**src/rtl/bls_pkg.sv**
```systemverilog
// shared types, constants and the log mantissa table for the band level smoother
`timescale 1ns / 1ps
package bls_pkg;

	typedef logic [4:0]  band_t;
	typedef logic [15:0] level_t;

	// configuration register indexes
	typedef enum logic [1:0] {
		CFG_RISE      = 2'd0,
		CFG_FALL      = 2'd1,
		CFG_PEAK_STEP = 2'd2
	} cfg_idx_t;

	localparam level_t RISE_RESET      = 16'd39322;
	localparam level_t FALL_RESET      = 16'd11796;
	localparam level_t PEAK_STEP_RESET = 16'd917;

	// 65536 * 20*log10(2) / 60
	localparam logic [12:0] LOG_SCALE = 13'd6576;

	// store write port, also kept as the last-write record
	typedef struct packed {
		logic   en;
		band_t  band;
		level_t smooth;
		level_t peak;
	} bls_wr_t;

	// round(256 * log2(1 + k/16))
	function automatic logic [7:0] mant_lut(input logic [3:0] k);
		logic [7:0] v;
		case (k)
			4'd0:    v = 8'd0;
			4'd1:    v = 8'd22;
			4'd2:    v = 8'd44;
			4'd3:    v = 8'd63;
			4'd4:    v = 8'd82;
			4'd5:    v = 8'd100;
			4'd6:    v = 8'd118;
			4'd7:    v = 8'd134;
			4'd8:    v = 8'd150;
			4'd9:    v = 8'd165;
			4'd10:   v = 8'd179;
			4'd11:   v = 8'd193;
			4'd12:   v = 8'd207;
			4'd13:   v = 8'd220;
			4'd14:   v = 8'd232;
			default: v = 8'd244;
		endcase
		return v;
	endfunction

endpackage

```
**src/rtl/bls_level.sv**
```systemverilog
// magnitude to log level: leading one, mantissa table, dB scale and clamp
`timescale 1ns / 1ps
module bls_level (
	input  bls_pkg::level_t mag,
	output bls_pkg::level_t level
);
	import bls_pkg::*;

	logic [3:0]  lead;
	logic [15:0] norm;
	logic [3:0]  frac;
	logic [4:0]  whole;
	logic [12:0] deficit;
	logic [25:0] prod;
	logic [25:0] rounded;
	logic [17:0] drop;

	always_comb begin
		lead = 4'd0;
		for (int i = 0; i < 16; i++) begin
			if (mag[i]) begin
				lead = 4'(i);
			end
		end
	end

	// bring the leading one to bit 15, next four bits are the mantissa index
	assign norm    = mag << (4'd15 - lead);
	assign frac    = norm[14:11];
	assign whole   = 5'd16 - {1'b0, lead};
	assign deficit = {whole, 8'd0} - {5'd0, mant_lut(frac)};
	assign prod    = 26'(deficit) * 26'(LOG_SCALE);
	assign rounded = prod + 26'd128;
	assign drop    = rounded[25:8];

	always_comb begin
		if (mag == 16'd0) begin
			level = 16'd0;
		end else if (drop[17:16] != 2'd0) begin
			level = 16'd0;
		end else if (drop == 18'd0) begin
			level = 16'hffff;
		end else begin
			level = 16'(17'h10000 - drop[16:0]);
		end
	end

endmodule

```
**src/rtl/bls_store.sv**
```systemverilog
// per-band smoothed and peak memories with valid bits and last-write bypass
`timescale 1ns / 1ps
module bls_store #(
	parameter int NUM_BANDS = 32
) (
	input  logic             clk,
	input  logic             arst_n,
	input  bls_pkg::bls_wr_t wr,
	input  bls_pkg::band_t   rd_band,
	input  bls_pkg::band_t   cur_band,
	output bls_pkg::level_t  cur_smooth,
	output bls_pkg::level_t  cur_peak
);
	import bls_pkg::*;

	localparam int AW = $clog2(NUM_BANDS);

	logic [15:0]    smooth_mem [NUM_BANDS];
	logic [15:0]    peak_mem   [NUM_BANDS];
	logic           vld_q      [NUM_BANDS];
	level_t         rd_smooth_q;
	level_t         rd_peak_q;
	bls_wr_t        last_q;
	logic [8:0]     wr_ext;
	logic [8:0]     rd_ext;
	logic [8:0]     cur_ext;
	logic [AW-1:0]  waddr;
	logic [AW-1:0]  raddr;
	logic [AW-1:0]  caddr;
	logic           cur_vld;

	assign wr_ext  = {4'd0, wr.band};
	assign rd_ext  = {4'd0, rd_band};
	assign cur_ext = {4'd0, cur_band};
	assign waddr   = wr_ext[AW-1:0];
	assign raddr   = rd_ext[AW-1:0];
	assign caddr   = cur_ext[AW-1:0];

	always_ff @(posedge clk) begin
		if (wr.en) begin
			smooth_mem[waddr] <= wr.smooth;
			peak_mem[waddr]   <= wr.peak;
		end
		rd_smooth_q <= smooth_mem[raddr];
		rd_peak_q   <= peak_mem[raddr];
	end

	always_ff @(posedge clk or negedge arst_n) begin
		if (!arst_n) begin
			for (int i = 0; i < NUM_BANDS; i++) begin
				vld_q[i] <= 1'b0;
			end
			last_q <= '0;
		end else begin
			if (wr.en) begin
				vld_q[waddr] <= 1'b1;
			end
			last_q <= wr;
		end
	end

	assign cur_vld = (cur_ext < 9'(NUM_BANDS)) && vld_q[caddr];

	// read data misses the write made at the same edge
	always_comb begin
		if (last_q.en && last_q.band == cur_band) begin
			cur_smooth = last_q.smooth;
			cur_peak   = last_q.peak;
		end else if (cur_vld) begin
			cur_smooth = rd_smooth_q;
			cur_peak   = rd_peak_q;
		end else begin
			cur_smooth = 16'd0;
			cur_peak   = 16'd0;
		end
	end

endmodule

```
**src/rtl/band_level_smoother_peak_hold_unit.sv**
```systemverilog
// top level: band level smoother with peak hold, four-register pipeline
// a result passes through s1, s2, s3 and the output register; throughput is one item per
// cycle unless stalled; bubbles collapse, so items are taken while a result waits
// rate is set by the store read-modify-write, closed by forwarding from stage 3
// reset: asynchronous, clears stage valids, store valid bits and registers to defaults
// stores read as zero after reset through per-band valid bits, no clearing pass
`timescale 1ns / 1ps
module band_level_smoother_peak_hold_unit #(
	parameter int NUM_BANDS = 32
) (
	input  logic            clk,
	input  logic            arst_n,
	// item channel
	input  logic            item_valid,
	output logic            item_stall,
	input  bls_pkg::band_t  band_index,
	input  bls_pkg::level_t band_magnitude,
	// result channel
	output logic            result_valid,
	input  logic            result_stall,
	output bls_pkg::band_t  out_band,
	output bls_pkg::level_t smoothed_level,
	output bls_pkg::level_t peak_level,
	// configuration channel
	input  logic            cfg_valid,
	output logic            cfg_ready,
	input  logic [1:0]      cfg_index,
	input  logic [15:0]     cfg_data
);
	import bls_pkg::*;

	// configuration registers
	level_t rise_q;
	level_t fall_q;
	level_t step_q;

	// stage valids and ready chain
	logic v_s1, v_s2, v_s3;
	logic rdy_o, rdy_s3, rdy_s2, rdy_s1;

	// stage payloads
	band_t  band_s1;
	level_t mag_s1;
	band_t  band_s2;
	level_t n_s2;
	band_t  band_s3;
	logic   inr_s3;
	level_t s_new_s3;
	level_t p_old_s3;

	// output register
	logic   out_valid_q;
	band_t  out_band_q;
	level_t out_smooth_q;
	level_t out_peak_q;

	// datapath
	level_t  n_s1;
	level_t  st_smooth;
	level_t  st_peak;
	level_t  s_cur;
	level_t  p_cur;
	logic    fwd_s3;
	logic    rise;
	level_t  diff;
	level_t  wgt;
	logic [31:0] prod;
	logic [32:0] rounded;
	level_t  delta;
	level_t  s_new;
	level_t  p_new;
	logic    inr_s2;
	band_t   rd_band;
	bls_wr_t wr;

	function automatic logic in_range(input band_t b);
		return {4'd0, b} < 9'(NUM_BANDS);
	endfunction

	// configuration, always ready; writes beyond the list fall through
	assign cfg_ready = 1'b1;

	always_ff @(posedge clk or negedge arst_n) begin
		if (!arst_n) begin
			rise_q <= RISE_RESET;
			fall_q <= FALL_RESET;
			step_q <= PEAK_STEP_RESET;
		end else if (cfg_valid && cfg_ready) begin
			unique case (cfg_index)
				CFG_RISE:      rise_q <= cfg_data;
				CFG_FALL:      fall_q <= cfg_data;
				CFG_PEAK_STEP: step_q <= cfg_data;
				default:       ;
			endcase
		end
	end

	// a stage takes a new item when it is empty or its item moves on
	assign rdy_o  = !out_valid_q || !result_stall;
	assign rdy_s3 = !v_s3 || rdy_o;
	assign rdy_s2 = !v_s2 || rdy_s3;
	assign rdy_s1 = !v_s1 || rdy_s2;
	assign item_stall = !rdy_s1;

	always_ff @(posedge clk or negedge arst_n) begin
		if (!arst_n) begin
			v_s1        <= 1'b0;
			v_s2        <= 1'b0;
			v_s3        <= 1'b0;
			out_valid_q <= 1'b0;
		end else begin
			if (rdy_s1) v_s1 <= item_valid;
			if (rdy_s2) v_s2 <= v_s1;
			if (rdy_s3) v_s3 <= v_s2;
			if (rdy_o)  out_valid_q <= v_s3;
		end
	end

	// stage 1: input register, log level
	always_ff @(posedge clk) begin
		if (rdy_s1 && item_valid) begin
			band_s1 <= band_index;
			mag_s1  <= band_magnitude;
		end
	end

	bls_level u_level (
		.mag   (mag_s1),
		.level (n_s1)
	);

	always_ff @(posedge clk) begin
		if (rdy_s2 && v_s1) begin
			band_s2 <= band_s1;
			n_s2    <= n_s1;
		end
	end

	// store read runs every cycle for the band that sits in s2 next cycle
	assign rd_band = rdy_s2 ? band_s1 : band_s2;

	assign wr.en     = v_s3 && rdy_o && inr_s3;
	assign wr.band   = band_s3;
	assign wr.smooth = s_new_s3;
	assign wr.peak   = p_new;

	bls_store #(
		.NUM_BANDS (NUM_BANDS)
	) u_store (
		.clk        (clk),
		.arst_n     (arst_n),
		.wr         (wr),
		.rd_band    (rd_band),
		.cur_band   (band_s2),
		.cur_smooth (st_smooth),
		.cur_peak   (st_peak)
	);

	// stage 2: smoothing; the item in s3 is newer than anything in the store
	assign fwd_s3 = v_s3 && (band_s3 == band_s2);
	assign s_cur  = fwd_s3 ? s_new_s3 : st_smooth;
	// s3 leaves at the same edge s2 moves in, so its new peak is what s2 must see
	assign p_cur  = fwd_s3 ? p_new : st_peak;
	assign inr_s2 = in_range(band_s2);

	assign rise    = n_s2 > s_cur;
	assign diff    = rise ? (n_s2 - s_cur) : (s_cur - n_s2);
	assign wgt     = rise ? rise_q : fall_q;
	assign prod    = 32'(diff) * 32'(wgt);
	assign rounded = 33'(prod) + 33'd32768;
	// rounded weight product never exceeds the distance, so 16 bits hold it
	assign delta   = rounded[31:16];
	assign s_new   = rise ? (s_cur + delta) : (s_cur - delta);

	always_ff @(posedge clk) begin
		if (rdy_s3 && v_s2) begin
			band_s3  <= band_s2;
			inr_s3   <= inr_s2;
			s_new_s3 <= s_new;
			p_old_s3 <= p_cur;
		end
	end

	// stage 3: peak hold, jump up or fall by the step floored at zero
	always_comb begin
		if (s_new_s3 >= p_old_s3) begin
			p_new = s_new_s3;
		end else if (p_old_s3 > step_q) begin
			p_new = p_old_s3 - step_q;
		end else begin
			p_new = 16'd0;
		end
	end

	// output register; bands past the store report zero levels
	always_ff @(posedge clk) begin
		if (rdy_o && v_s3) begin
			out_band_q   <= band_s3;
			out_smooth_q <= inr_s3 ? s_new_s3 : 16'd0;
			out_peak_q   <= inr_s3 ? p_new : 16'd0;
		end
	end

	assign result_valid   = out_valid_q;
	assign out_band       = out_band_q;
	assign smoothed_level = out_smooth_q;
	assign peak_level     = out_peak_q;

`ifndef SYNTHESIS
	// a full pipeline behind a stalled result must hold off new items
	a_backpressure: assert property (@(posedge clk) disable iff (!arst_n)
		(v_s1 && v_s2 && v_s3 && result_valid && result_stall) |-> item_stall)
		else $error("item taken with full pipeline and stalled result");

	// every store write shows up as the next result with the same band and level
	a_write_to_result: assert property (@(posedge clk) disable iff (!arst_n)
		wr.en |=> (result_valid && out_band == $past(band_s3)
			&& smoothed_level == $past(s_new_s3) && peak_level == $past(p_new)))
		else $error("store write not matched by result register");

	// results for bands outside the store carry zero levels
	a_out_of_range_zero: assert property (@(posedge clk) disable iff (!arst_n)
		(result_valid && !in_range(out_band)) |-> (smoothed_level == 16'd0
			&& peak_level == 16'd0))
		else $error("out-of-range band result not zero");
`endif

endmodule

```
**config.mk**
```make
export PLATFORM = sky130hd
export DESIGN_NAME = band_level_smoother_peak_hold_unit
export DESIGN_NICKNAME = d
export VERILOG_FILES = /design/src/rtl/bls_pkg.sv /design/src/rtl/bls_level.sv /design/src/rtl/bls_store.sv /design/src/rtl/band_level_smoother_peak_hold_unit.sv
export SDC_FILE = /design/constraint.sdc
export NUM_CORES = 2
export LEC_CHECK = 0
export BUFFER_PORTS_ARGS = -buffer_cell sky130_fd_sc_hd__buf_2
export CORE_MARGIN = 2
export CORE_UTILIZATION = 49
export DETAILED_ROUTE_END_ITERATION = 8
export PLACE_DENSITY_LB_ADDON = 0.3
export SYNTH_ARGS = -nofsm -noshare
export SYNTH_HDL_FRONTEND = slang
export SYNTH_SLANG_ARGS = --single-unit
```
**constraint.sdc**
```tcl
create_clock -name clk -period 23.5 [get_ports clk]
set_input_delay 2.35 -clock clk [delete_from_list [all_inputs] [get_ports clk]]
set_output_delay 2.35 -clock clk [all_outputs]
set_load 0.02 [all_outputs]
```
==> results list <==
- The run finished with clean final reports.
- Initial cell density of the core: 0.495
- The clock arrives with 36.4 ps of skew.
* Total of cells resized after clock tree synthesis: 0
* RR Endpoint: s_new_s3[13]
- The routed layout has between 30000 and 40000 vias.
- DRT antenna net count: 0
* Measured slew at the worst slew-check pin: ~1300 ps
- Detailed-route wire length per cell: ~25 um
- The multi-input combinational cells in the finished layout cover a total of 25400 um^2.
- Endpoints failing setup: 0
- Detailed Route WL: between 150 and 200 mm
* Crit. End Element: register
* GPL Wtd Cong: between 0.9 and 1
* TritonCTS clock tree: done
- In this run the standard cell core region covers between 100000 and 150000 um^2.
- Total half-perimeter wirelength after legalization and detailed placement: 105 mm
- Ranked by total cell area, the synthesized netlist is headed by edfxtp_1 (52%), mux4_2 (8.9%), fa_1 (7.1%).
* Total iterations of the first detailed-routing run: 8
- CTS root buffer: clkbuf_16
- The synthesized design contains roughly 1300 register bits.
- Hold repair after CTS inserted 0 buffers.
- Vias per cell: 5.92
- After synthesis, the share of flip-flops with an asynchronous set or reset is 0.0943.
- Worst stage delay on the critical path: 1060 ps
- The final number of max-transition violations was 0.
* Cell type contributing the most total cell area after synthesis: edfxtp_1
* Total number of placement rows: roughly 130
- Total DRC errors in the routed layout: 0
- Across every metal layer, demand over resource in global routing totals 0.248.
- The share of synthesized area in the top cell type comes to 0.524.
- Counting cells, the worst reg-to-reg path comes to 44.
* Hold-critical path depth: 1
- Clock sink total: 1294
- Of the available clock period, the critical path in the final layout requires 0.659.
- Final worst path period need: about 15000 ps
- Overall overflow remaining after global route: 0
- The number of antenna violations at the first check in global routing was 7.
* Worst path most repeated cell: fa_1
* Fillers: ~10000
* Most frequent cells after synthesis: edfxtp_1 (1140), nand2_1 (551), inv_1 (426), ha_1 (258), mux4_2 (258)
* Arrival time at the worst endpoint: 16010 ps
* Post-Synthesis Mean Instance Area: roughly 14 um^2
* Post-Synthesis Cell Area: 65300 um^2
- In the synthesized netlist the dominant register cell turns out to be edfxtp_1.
- Across the run, the number of max-cap violations was 0.
- Post-Place Cell Area: around 68000 um^2
* Yosys warnings: 0
- At the worst endpoint, the required time is around 24000 ps.
- Of all nets on the critical path, the largest fanout is 45.
- Number of different library cells in the post-synthesis netlist: 109
- Setup repair after global routing missed its margin: false
* Die Height: between 300 and 400 um
* Width of the die: about 370 um
- Count of flip-flops with a built-in enable after synthesis: roughly 1100
- Die footprint: roughly 140000 um^2
* Flop2flop setup slack: 8010 ps
- Number of global-route vias before repair: ~39000
- Number of port buffers: 82
- CTS buffer count: ~130
- WHS Endpoint: u_store.vld_q[27]
- Once the clock tree was built, the setup fixing pass inserted 0 buffers.
- DRC marker count from the first detailed-route iteration: about 4400
- Most frequent cell after synthesis: edfxtp_1
- Max-Slew Margin vs Limit: 0.106
- Number of I/O pins: 84
* Critical-path cell with the highest stage delay: edfxtp_1
* Final Hold Fails: 0
- The worst setup path is of the register to register kind.
- H-tree level count: 4
* Synthesis-to-layout area growth: 11.1%
- For this run, the post-layout net count is ~5300.
* Maximum number of pins on one net before global-route repair: roughly 140
* Worst skew pair latency: between 700 and 800 ps
* Design area: 72600 um^2
* Maximum buffer depth of the clock tree: 3
* Syn Nets: between 5000 and 6000
* Seq. cell area: ~38000 um^2
* Startpoint kind of the worst setup timing path: register
* Hold Crit Class: register to register
- Of the cells placed in the final design, the portion with a size suffix greater than 1 is 0.173.
* Worst flop-to-flop path startpoint: band_s2[0]
- Sequential fraction of the synthesis area: 0.581
* Top achievable clock speed: about 65 MHz
* Cells after Synth: between 4000 and 5000
- Final total negative setup slack: 0 ps
- CTS clk-pin slew, worst paths: 60 ps
* Global-route wire length before repair: between 200 and 250 mm
- In this run the most critical hold path is launched from u_store.vld_q[27].
## layer usage
| metal | wire [um] | up-vias | global-route usage | part of all wire |
|---|---|---|---|---|
| li1 | - | 17000 | - | - |
| met4 | 3810 | 8 | 0.0636 | 0.023 |
| met3 | 14300 | 243 | 0.0437 | 0.085 |
| met2 | 79600 | 1654 | 0.397 | 0.48 |
| met1 | 69800 | 20200 | 0.353 | 0.42 |
| met5 | 45 | - | 0 | 0.00027 |
## cells in the final DEF (no fill, tap or decap), types with 11 or more instances in the layout
cell       instances
a22oi_1           40
a211oi_1          16
a31oi_1           14
or3_1             16
clkinv_2          14
clkbuf_16        132
o21a_1            25
mux2_2            73
nor3_1            29
a21o_1            68
or2_2             40
edfxtp_1        1140
xnor2_1           90
a21oi_1          101
inv_1            425
clkinv_1          20
dfrtp_1          102
buf_2             81
clkbuf_1          34
nand2b_1          29
fa_1             233
mux4_2           258
mux2i_1           41
ha_1             258
o21ai_0           93
nor2_1           196
nand2_1          549
nor2_4            33
and3_1            11
nor2b_1           16
nand4_1           19
dfstp_2           20
nand3b_1          19
buf_4             90
nand3_1          185
xor2_1            49
dfxtp_1           32
and2_1            30
## layout make-up
| type | instances | share of cell area |
|---|---|---|
| antenna | 1 | 0.0000345 |
| clock buffer | 176 | 0.0492 |
| clock inverter | 64 | 0.00954 |
| inverter | 428 | 0.0221 |
| multi-input combinational | 2701 | 0.350 |
| sequential | 1294 | 0.523 |
| tap | 1755 | 0.0303 |
| timing repair buffer | 174 | 0.0156 |
## metrics by stage
step / worst slack, ps / util / std cells / hold WS (ps)
4_1_cts: 8280 / 0.550 / 6592 / 465
5_1_grt: 6990 / 0.550 / 6592 / 484
3_5_place_dp: 8390 / 0.518 / 6352 / 451
6_report: 8010 / 0.550 / 6593 / 464
2_1_floorplan: 11090 / - / 4607 / 370
3_3_place_gp: 8840 / 0.518 / 6352 / 456
## logic make-up after synthesis
logic type	share of synthesized area
flops	0.581
simple gates	0.0847
buf+inv	0.0358
fa+ha+maj	0.121
compound gates	0.0496
mux	0.109
xor+xnor	0.0195
other cells	0.0000574
## sequential cells by signal, indices dropped and copies added (netlist names), 5 cells and up
| signal | flops |
|---|---|
| u_store.rd_peak_q | 16 |
| peak_level | 16 |
| s_new_s3 | 16 |
| fall_q | 16 |
| u_store.smooth_mem | 512 |
| band_s2 | 5 |
| u_store.peak_mem | 512 |
| out_band | 5 |
| rise_q | 16 |
| u_store.last_q | 38 |
| step_q | 16 |
| n_s2 | 16 |
| band_s1 | 5 |
| band_s3 | 5 |
| u_store.vld_q | 32 |
| u_store.rd_smooth_q | 16 |
| mag_s1 | 16 |
| smoothed_level | 16 |
| p_old_s3 | 16 |
## worst max-delay path, delay by kind of cell, from the launching register on
| kind | cells | cell delay [ps] |
|---|---|---|
| compound gates | 16 | 4980 |
| xor+xnor | 5 | 1990 |
| fa+ha+maj | 9 | 4030 |
| buf+inv | 5 | 790 |
| flops | 1 | 1060 |
| simple gates | 9 | 2310 |
## worst max path at each step
stage | startpoint | depth (start not counted) | to
floorplan | band_s2[0] | 57 | s_new_s3[15]
global placement | band_s2[0] | 48 | s_new_s3[15]
detailed placement | band_s2[0] | 49 | s_new_s3[15]
CTS | band_s2[0] | 49 | s_new_s3[15]
global route | band_s2[0] | 49 | s_new_s3[13]
finish | band_s2[0] | 44 | s_new_s3[13]
Power is not shown: default switching activity piles up to over one toggle a cycle in this logic, so the estimate is an artifact.
